[config.mk]
export PLATFORM = sky130hd
export DESIGN_NAME = single_wire_humidity_sensor_reader_top
export DESIGN_NICKNAME = d
export VERILOG_FILES = /design/src/rtl/swhsr_pkg.sv /design/src/rtl/swhsr_core.sv /design/src/rtl/single_wire_humidity_sensor_reader_top.sv
export SDC_FILE = /design/constraint.sdc
export NUM_CORES = 1
export LEC_CHECK = 0
export BUFFER_PORTS_ARGS = -buffer_cell sky130_fd_sc_hd__buf_4
export CAP_MARGIN = 25
export CORE_UTILIZATION = 47
export CTS_CLUSTER_SIZE = 24
export DETAILED_ROUTE_END_ITERATION = 10
export PLACE_DENSITY = 0.71
export SLEW_MARGIN = 20
export SYNTH_ARGS = -nofsm -noshare
export SYNTH_HDL_FRONTEND = slang
export SYNTH_HIERARCHICAL = 1
export SYNTH_SLANG_ARGS = --single-unit
[constraint.sdc]
create_clock -name clk_i -period 4.2 [get_ports clk_i]
set_clock_uncertainty 0.05 [all_clocks]
set_input_delay 0.63 -clock clk_i [delete_from_list [all_inputs] [get_ports clk_i]]
set_output_delay 0.63 -clock clk_i [all_outputs]
set_load 0.03 [all_outputs]
[src/rtl/swhsr_pkg.sv]
// ----------------------------------------------------------------------------
// Single-wire humidity sensor reader package
// Shared types and constants for the sensor reader core and its top level.
// ----------------------------------------------------------------------------
package swhsr_pkg;

  localparam int TICK_BITS = 16;
  localparam int CMP_BITS  = (TICK_BITS > 16) ? TICK_BITS : 16;

  localparam int FRAME_BITS    = 40;
  localparam int SKIP_EDGES    = 2;
  localparam int CFG_IDX_BITS  = 2;
  localparam int CFG_DATA_BITS = 16;

  localparam logic [7:0]  BIT_THRESHOLD_RST = 8'd100;
  localparam logic [15:0] START_TICKS_RST   = 16'd2000;
  localparam logic [15:0] TIMEOUT_TICKS_RST = 16'd256;

  typedef enum logic [1:0] {
    PH_IDLE    = 2'd0,
    PH_START   = 2'd1,
    PH_MEASURE = 2'd2
  } phase_e;

  typedef enum logic [1:0] {
    ST_OK       = 2'd0,
    ST_TIMEOUT  = 2'd1,
    ST_CHECKSUM = 2'd2
  } status_e;

  typedef enum logic [CFG_IDX_BITS-1:0] {
    CFG_BIT_THRESHOLD = 2'd0,
    CFG_START_TICKS   = 2'd1,
    CFG_TIMEOUT_TICKS = 2'd2
  } cfg_idx_e;

  typedef struct packed {
    logic [7:0]  bit_threshold;
    logic [15:0] start_ticks;
    logic [15:0] timeout_ticks;
  } cfg_t;

  typedef struct packed {
    logic               drive_low;
    logic               busy;
    logic               done;
    status_e            status;
    logic [15:0]        humidity;
    logic signed [15:0] temperature;
  } result_t;

endpackage

[src/rtl/swhsr_core.sv]
// ----------------------------------------------------------------------------
// Sensor reader core
// Holds the read sequencer state and turns one line sample into one result.
// ----------------------------------------------------------------------------
module swhsr_core
  import swhsr_pkg::*;
(
  input  logic    clk_i,
  input  logic    rst_ni,
  input  logic    step_i,
  input  logic    line_level_i,
  input  logic    start_request_i,
  input  cfg_t    cfg_i,
  output result_t result_o
);

  phase_e                 phase_q, phase_d;
  logic [TICK_BITS-1:0]   tick_q, tick_d;
  logic                   last_level_q;
  logic [1:0]             skipped_q, skipped_d;
  logic [5:0]             bits_q, bits_d;
  logic [FRAME_BITS-1:0]  frame_q, frame_d;
  logic [15:0]            humidity_q, humidity_d;
  logic [15:0]            temperature_q, temperature_d;

  logic                   done;
  status_e                status;
  logic [TICK_BITS-1:0]   tick_inc;
  logic                   tick_sat;
  logic [7:0]             sum;
  logic [14:0]            mag;

  assign tick_sat = (tick_inc == {TICK_BITS{1'b1}});

  always_comb begin
    tick_inc = (tick_q == {TICK_BITS{1'b1}}) ? tick_q : tick_q + 1'b1;
  end

  // Next-state logic of the read sequencer and the frame datapath.
  always_comb begin
    phase_d       = phase_q;
    tick_d        = tick_q;
    skipped_d     = skipped_q;
    bits_d        = bits_q;
    frame_d       = frame_q;
    humidity_d    = humidity_q;
    temperature_d = temperature_q;
    done          = 1'b0;
    status        = ST_OK;
    sum           = '0;
    mag           = '0;
    unique case (phase_q)
      PH_START: begin
        tick_d = tick_inc;
        if (CMP_BITS'(tick_inc) >= CMP_BITS'(cfg_i.start_ticks) || tick_sat) begin
          phase_d = PH_MEASURE;
          tick_d  = '0;
        end
      end
      PH_MEASURE: begin
        tick_d = tick_inc;
        if (line_level_i != last_level_q) begin
          tick_d = '0;
          if (!line_level_i) begin
            if (skipped_q < 2'(SKIP_EDGES)) begin
              skipped_d = skipped_q + 1'b1;
            end else begin
              // A pulse longer than the threshold is a one.
              frame_d = {frame_q[FRAME_BITS-2:0],
                         (CMP_BITS'(tick_inc) > CMP_BITS'(cfg_i.bit_threshold))};
              bits_d  = bits_q + 1'b1;
              if (bits_q >= 6'(FRAME_BITS - 1)) begin
                done    = 1'b1;
                phase_d = PH_IDLE;
                sum = frame_d[39:32] + frame_d[31:24] + frame_d[23:16] + frame_d[15:8];
                if (sum != frame_d[7:0]) begin
                  status = ST_CHECKSUM;
                end else begin
                  humidity_d = frame_d[39:24];
                  mag        = frame_d[22:8];
                  temperature_d = frame_d[23] ? (16'd0 - {1'b0, mag}) : {1'b0, mag};
                end
              end
            end
          end
        end else if (CMP_BITS'(tick_inc) >= CMP_BITS'(cfg_i.timeout_ticks) || tick_sat) begin
          done    = 1'b1;
          status  = ST_TIMEOUT;
          phase_d = PH_IDLE;
        end
      end
      default: begin
        // Idle waits here for a start request; the unused phase code falls back to idle.
        phase_d = PH_IDLE;
        if (start_request_i) begin
          phase_d   = PH_START;
          tick_d    = '0;
          skipped_d = '0;
          bits_d    = '0;
          frame_d   = '0;
        end
      end
    endcase
  end

  // Result word, showing the state after this sample.
  always_comb begin
    result_o.drive_low   = (phase_d == PH_START);
    result_o.busy        = (phase_d != PH_IDLE);
    result_o.done        = done;
    result_o.status      = status;
    result_o.humidity    = humidity_d;
    result_o.temperature = temperature_d;
  end

  always_ff @(posedge clk_i or negedge rst_ni) begin
    if (!rst_ni) begin
      phase_q       <= PH_IDLE;
      tick_q        <= '0;
      last_level_q  <= 1'b1;
      skipped_q     <= '0;
      bits_q        <= '0;
      frame_q       <= '0;
      humidity_q    <= '0;
      temperature_q <= '0;
    end else if (step_i) begin
      phase_q       <= phase_d;
      tick_q        <= tick_d;
      last_level_q  <= line_level_i;
      skipped_q     <= skipped_d;
      bits_q        <= bits_d;
      frame_q       <= frame_d;
      humidity_q    <= humidity_d;
      temperature_q <= temperature_d;
    end
  end

endmodule

[src/rtl/single_wire_humidity_sensor_reader_top.sv]
// ----------------------------------------------------------------------------
// Single-wire humidity sensor reader
// The result of a sample is registered in the output register, or in the skid word while the output is held.
// Throughput: one sample per cycle while in_ready_o is high; the core state updates in a single pass.
// A two-entry output stage keeps samples flowing while a result waits.
// Reset (rst_ni, asynchronous, active low) returns the sequencer to idle,
// clears the held readings and loads the default register values.
// ----------------------------------------------------------------------------
module single_wire_humidity_sensor_reader_top
  import swhsr_pkg::*;
(
  input  logic                     clk_i,
  input  logic                     rst_ni,
  input  logic                     cfg_we_i,
  input  logic [CFG_IDX_BITS-1:0]  cfg_index_i,
  input  logic [CFG_DATA_BITS-1:0] cfg_data_i,
  input  logic                     in_valid_i,
  output logic                     in_ready_o,
  input  logic                     line_level_i,
  input  logic                     start_request_i,
  output logic                     out_valid_o,
  input  logic                     out_ready_i,
  output logic                     drive_low_o,
  output logic                     busy_res_o,
  output logic                     done_res_o,
  output logic [1:0]               status_o,
  output logic [15:0]              humidity_o,
  output logic signed [15:0]       temperature_o
);

  cfg_t    cfg_q;
  result_t result;
  result_t out_q, skid_q;
  logic    out_valid_q, skid_valid_q;
  logic    in_fire;
  logic    out_free;

  always_ff @(posedge clk_i or negedge rst_ni) begin
    if (!rst_ni) begin
      cfg_q.bit_threshold <= BIT_THRESHOLD_RST;
      cfg_q.start_ticks   <= START_TICKS_RST;
      cfg_q.timeout_ticks <= TIMEOUT_TICKS_RST;
    end else if (cfg_we_i) begin
      unique case (cfg_index_i)
        CFG_BIT_THRESHOLD: cfg_q.bit_threshold <= cfg_data_i[7:0];
        CFG_START_TICKS:   cfg_q.start_ticks   <= cfg_data_i;
        CFG_TIMEOUT_TICKS: cfg_q.timeout_ticks <= cfg_data_i;
        default: ;
      endcase
    end
  end

  assign in_ready_o = !skid_valid_q;
  assign in_fire    = in_valid_i && in_ready_o;
  assign out_free   = !out_valid_q || out_ready_i;

  swhsr_core u_core (
    .clk_i           (clk_i),
    .rst_ni          (rst_ni),
    .step_i          (in_fire),
    .line_level_i    (line_level_i),
    .start_request_i (start_request_i),
    .cfg_i           (cfg_q),
    .result_o        (result)
  );

  // Output register with a skid word behind it.
  always_ff @(posedge clk_i or negedge rst_ni) begin
    if (!rst_ni) begin
      out_valid_q  <= 1'b0;
      skid_valid_q <= 1'b0;
    end else if (skid_valid_q) begin
      if (out_free) begin
        out_valid_q  <= 1'b1;
        skid_valid_q <= 1'b0;
      end
    end else if (in_fire) begin
      if (out_free) begin
        out_valid_q <= 1'b1;
      end else begin
        skid_valid_q <= 1'b1;
      end
    end else if (out_free) begin
      out_valid_q <= 1'b0;
    end
  end

  always_ff @(posedge clk_i) begin
    if (skid_valid_q) begin
      if (out_free) begin
        out_q <= skid_q;
      end
    end else if (in_fire) begin
      if (out_free) begin
        out_q <= result;
      end else begin
        skid_q <= result;
      end
    end
  end

  assign out_valid_o   = out_valid_q;
  assign drive_low_o   = out_q.drive_low;
  assign busy_res_o    = out_q.busy;
  assign done_res_o    = out_q.done;
  assign status_o      = out_q.status;
  assign humidity_o    = out_q.humidity;
  assign temperature_o = out_q.temperature;

endmodule
==> results of run 1 <==
## worst paths after layout
kind	from	end	slack, ps	cells after the start
max	u_core/frame_q[16]	temperature_o[1]	-80	16
min	rst_ni	cfg_q[1]	110	1
max reg2reg	u_core/frame_q[16]	temperature_o[1]	-80	16
min reg2reg	u_core/temperature_q[1]	u_core/temperature_q[1]	450	1
max in group asynchronous	rst_ni	cfg_q[22]	3070	2
min in group clk_i	in_valid_i	out_valid_o	280	3
## worst max-delay path: cells and delay by family, from the launching register on
kind | cells | cell delay, ps
muxes | 3 | 680
buffers and inverters | 4 | 520
adders and majority gates | 4 | 1510
and+or+nand+nor | 4 | 740
DFF | 1 | 400
xor gates and xnor gates | 1 | 130
## cells by family (layout without fill, tap and decap cells)
| logic type | count (synthesis) | count (layout) | synth area share (%) |
|---|---|---|---|
| flip-flops | 214 | 214 | 50.7 |
| AND/OR/NAND/NOR | 197 | 197 | 9.45 |
| AO/OA/AOI/OAI | 160 | 160 | 9.62 |
| multiplexers | 143 | 143 | 14.2 |
| buffers and inverters | 121 | 261 | 4.40 |
| adder cells (fa/ha/maj) | 66 | 66 | 8.23 |
| XOR/XNOR | 44 | 44 | 3.41 |
## power by group
group	switching, mW	internal (mW)
Sequential	0.0924	2.36
Combinational	0.698	0.496
Clock	0.872	1.19
Total	1.66	4.05
## flip-flops by register name, summed over array words and instances (netlist names), 6 cells and up
register,cells
cfg_q,40
humidity_o,16
skid_q,37
temperature_o,16
u_core/bits_q,6
u_core/frame_q,39
u_core/humidity_q,16
u_core/temperature_q,16
u_core/tick_q,16
## metrics by stage
step	instance area [µm²]	setup slack, ps
global route	13600	-210
floorplan	11300	39.4
CTS	13400	-9.83
detailed placement	12600	-149
global placement	12600	-14.1
finish	13600	-82.4
## placed cells by master, fill, tap and decap left out, drive strengths merged, types with 32 or more instances in the layout
master / n
a22o: 32
buf: 142
clkbuf: 35
dfrtp: 129
edfxtp: 74
ha: 52
inv: 72
mux2: 139
nand2: 59
o21ai: 45
## routing by layer
| layer | wire [µm] | global-route usage [%] | up-vias |
|---|---|---|---|
| met1 | 11100 | 27.1 | 3905 |
| met2 | 12400 | 35.0 | 210 |
| met5 | 0 | 0 | - |
| met4 | 709 | 6.29 | 0 |
| li1 | - | - | 3673 |
| met3 | 1020 | 2.75 | 52 |
## layout make-up
cell class | count | area (µm²)
clock buffer | 31 | 667
clock inverter | 13 | 115
fill | 1916 | 9910
inverter | 71 | 267
multi-input combinational | 610 | 5210
sequential | 214 | 5740
tap | 319 | 399
timing repair buffer | 146 | 1230
## what timing repair did
item,in CTS,in global routing
setup endpoints to repair,32,72
gates resized for setup,10,19
cloned,0,6
pin swaps,1,8
buffers inserted,1,5
==> results.toml, run 1 <==
[grt]
grt.total_usage_pct = 20.5
grt_overflow = 0
grt_pass1_wl_um = 40100
antenna_found_initial = 0
grt_max_degree = 92
grt_pass1_vias = 7689

[clock_tree]
insertion_delay_ps = 530
cts_hold_buf = 0
htree_levels = 1
clk_path_buf_depth = 3
tritoncts = "yes"
cts_root_buf = "clkbuf_16"
cts.reportedPaths.clkPinSlew_ps = 60
cts_sinks = 214
numCtsBuffers = 24

[synthesis]
ys_dominant_reg_cell = "dfrtp_1"
ys_warn_count = 6
syn-cell-area_um2 = 11300
avgSynthCellArea_um2 = 12.0
seq_area_frac_synth_pct = 50.7
netlist_instances = 945
synth_cell_types = 63
synth_area_leaders = "dfrtp_1 29%, edfxtp_1 20%, mux2_2 14%, ha_1 5.7%, dfstp_2 2.6%"
synth_seq_cells = 214
yosysMostFrequentCell = "mux2_2"
synth_top_cell_by_area = "dfrtp_1"
synth_edf_count = 74
synthTopCellsByCount = "139 x mux2_2, 129 x dfrtp_1, 74 x edfxtp_1, 71 x inv_1, 59 x nand2_1"
syn-num-nets = 1036
async_flop_share_pct = 65.4
yosysTopAreaCellShare_pct = 28.5

[floorplanning]
num_rows = 56
start_util_pct = 48.1
die_w_um = 157
die_y_um = 157
die-area_um2 = 24700
pin_count = 64
coreArea_um2 = 23500

[run]
cap_violations = 0

[final_layout]
finalNonFillerCells = 1404
antenna_cells = 0
drive_gt1_share_pct = 34.2
area_delta_synth_final_pct = 20.4
final_util_pct = 57.9
nets = 1158

[sta]
setup_tns_ps = -2150
slew_viol_final = 0
rsz0062_at_grt = "yes"
worst_pin_slew_ps = 865
max_freq_mhz = 234
period_share_pct = 102
hold_viol_final = 0
setup_violations = 54
hold_ws_ps = 114
worst_slack_ps = -82.4
min_period_ps = 4280
slew_headroom_pct = 42.3

[placement]
portBuffers = 63
dpl.hpwl_um = 16600
dp_cells = 1348
routabilityCongestion = 0.926

[run_status]
outcome = "finished with violations"
violations = "setup timing"

[route]
firstDrtPassIters = 5
viasPerCell = 5.58
drtIter0Drc = 537
drc_errors = 0
via_count = 7840
ant_nets = 0
post_drt_wl_per_cell_um = 18.0
routed_wl_um = 25200

[power_and_ir_drop]
ir_drop_mv = 0.309
finalPower_mw = 5.71
power_density_nw_per_um2 = 419
p_leak_nw = 6.35

[critical_path]
cp-end-kind = "flip-flop"
cpMaxStageDelayCell = "fa_1"
cp.arrival_ps = 4510
crit_type = "flip-flop to flip-flop"
crit_required_ps = 4430
cp_cell_sequence = "fa_1, fa_1, ha_2, inv_2, fa_2, nand3b_1, nand2_2, xnor2_1, nand4_1, buf_6, nor4b_4, mux2i_4, buf_12, clkbuf_16, mux2_2, mux2_2"
crit_path_start_kind = "flip-flop"
cp_max_fo = 7
cp_slowest_stage_delay_ps = 500

[worst_hold_path]
hold_class = "input pin to async pin"
Power figures use the tool's default switching activity.
==> run 2, diff against run 1 <==
PLACE_DENSITY = 0.68   (was 0.71)
clock period = 3.95 ns   (was 4.2 ns; I/O delays follow)
==> run 2 against run 1 <==
- the run still ends with setup timing left
- hold slack got worse by 86 ps
- non-clock buffer count increased by 48
- flip-flop and latch count unchanged
- setup slack got worse by 260 ps
- critical path depth decreased by 2
- largest power group unchanged
==> results.toml, run 2 (same netlist as run 1, synthesis figures left out) <==
[placement]
portBuffers = 63
routabilityCongestion = 0.891
dp_cells = 1390
dpl.hpwl_um = 17500
dp_slack_ps = -342
placed_area_um2 = 12900

[final_layout]
final_util_pct = 60.4
largest-register = "cfg_q"
mostFrequentLayoutCells = "179 x buf_4, 128 x dfrtp_1, 124 x mux2_2"
nets = 1206
antenna_cells = 0
area_delta_synth_final_pct = 25.7
largest_reg_flops = 40
drive_gt1_share_pct = 39.0
top_regs = "cfg_q: 40 flops, u_core/frame_q: 39 flops, skid_q: 37 flops"
final_common_cell = "buf_4"
finalNonFillerCells = 1450
final_area_um2 = 14200

[grt]
antenna_found_initial = 0
use_met2_pct = 37.4
grt_max_degree = 72
use_met1_pct = 27.5
grt_pass1_wl_um = 41700
grt_pass1_vias = 8118
grt_overflow = 0
grt.total_usage_pct = 21.4
busiest_layer = "met2"
met3_usage_pct = 3.25

[power_and_ir_drop]
p_sw_mw = 1.81
p_int_mw = 4.46
p_leak_nw = 6.63
pwr-share-clk_pct = 34.9
sw_frac_of_total_pct = 28.8
p_seq_share_pct = 41.7
power_density_nw_per_um2 = 440
ir_drop_mv = 0.321
pwr-share-comb_pct = 23.4
finalPower_mw = 6.27

[critical_path]
cp-end-kind = "flip-flop"
crit_start = "u_core/frame_q[16]"
timing.rr.start = "u_core/frame_q[16]"
cpMaxStageDelayCell = "fa_1"
cp.arrival_ps = 4520
crit_type = "flip-flop to flip-flop"
crit_path_start_kind = "flip-flop"
cp_slowest_stage_delay_ps = 510
cp_max_fo = 7
critPathTopFamily = "adder cells"
crit_buf_inv = 2
worstReg2RegEnd = "humidity_o[8]"
crit_required_ps = 4180
r2r_setup_slack_ps = -350
rr_worst_depth = 14
cp_cell_sequence = "fa_1, fa_1, ha_2, inv_1, fa_2, nand3b_1, nand2_2, a31oi_4, xnor2_4, nor4b_4, mux2i_4, clkbuf_16, mux2_2, mux2_2"

[route]
firstDrtPassIters = 5
drtIter0Drc = 400
ant_nets = 0
viasPerCell = 5.44
post_drt_wl_per_cell_um = 17.7
drc_errors = 0
via_count = 7894
routed_wl_um = 25700

[sta]
setup_tns_ps = -18480
max_freq_mhz = 233
rsz0062_at_grt = "yes"
hold_ws_ps = 28.1
min_period_ps = 4300
hold_viol_final = 0
worst_pin_slew_ps = 656
slew_viol_final = 0
period_share_pct = 109
worst_slack_ps = -346
slew_headroom_pct = 56.2
setup_violations = 94

[clock_tree]
cts_root_buf = "clkbuf_16"
cts.reportedPaths.clkPinSlew_ps = 60
clk_path_buf_depth = 3
cts_hold_buf = 0
numCtsBuffers = 24
insertion_delay_ps = 530
htree_levels = 1
cts_sinks = 214
tritoncts = "yes"

[floorplanning]
pin_count = 64
die_w_um = 157
die-area_um2 = 24700
die_y_um = 157
num_rows = 56
start_util_pct = 48.1
coreArea_um2 = 23500

[run_status]
outcome = "finished with violations"
violations = "setup timing"

[worst_hold_path]
hold_class = "input pin to async pin"

[run]
cap_violations = 0
==> run 2: changes by cell type in the layout (fill, tap and decap cells not counted), moves of 3 or more <==
cell	delta
nor3_1	-4
clkbuf_1	+4
mux2_4	+14
a21oi_1	-3
nor2_1	-3
clkinv_2	-3
ha_1	-3
nor2_2	+3
mux2_2	-14
ha_4	+3
a21oi_2	+3
buf_6	+7
buf_4	+45
==> run 2: area by class of cell <==
cell class                 count  area [µm²]
fill                        1933        9310
timing repair buffer         194        1570
sequential                   214        5740
tap                          319         399
inverter                      71         267
multi-input combinational    610        5480
clock inverter                 8         105
clock buffer                  34         668
==> run 2: worst max path at each step <==
stage	end	cells past startpoint	slack [ps]
6_report	humidity_o[8]	14	-350
3_5_place_dp	humidity_o[9]	14	-340
4_1_cts	humidity_o[9]	12	-250
2_1_floorplan	humidity_o[10]	18	-10
3_3_place_gp	drive_low_o	18	-300
5_1_grt	humidity_o[10]	14	-470
==> run 2: per-layer routing <==
metal,vias up,wire length [µm]
met4,0,607
met3,41,939
li1,3765,-
met5,-,0
met2,158,12800
met1,3930,11300
==> run 2: power by group through the flow <==
stage | clock (mW) | sequential, mW | combinational (mW)
after global placement | 0 | 2.64 | 1.28
after CTS | 2.24 | 2.61 | 1.39
after detailed placement | 0 | 2.65 | 1.31
after floorplan | 0 | 2.71 | 0.743
after global routing | 2.33 | 2.64 | 1.62
final | 2.18 | 2.61 | 1.47
==> run 2: repair_timing <==
item / 4_1_cts / 5_1_grt
cloned: 0 / 3
pin swaps: 2 / 19
endpoints found under the setup margin: 99 / 100
gates resized for setup: 19 / 61
setup buffers: 3 / 15
==> run 2: worst reg2reg max path, delay by kind of cell, from the launching register on <==
kind,cells,cell delay [ps]
fa+ha+maj,4,1520
compound gates,1,120
mux,3,1000
xor+xnor,1,270
flops,1,400
buf+inv,2,310
simple gates,3,370
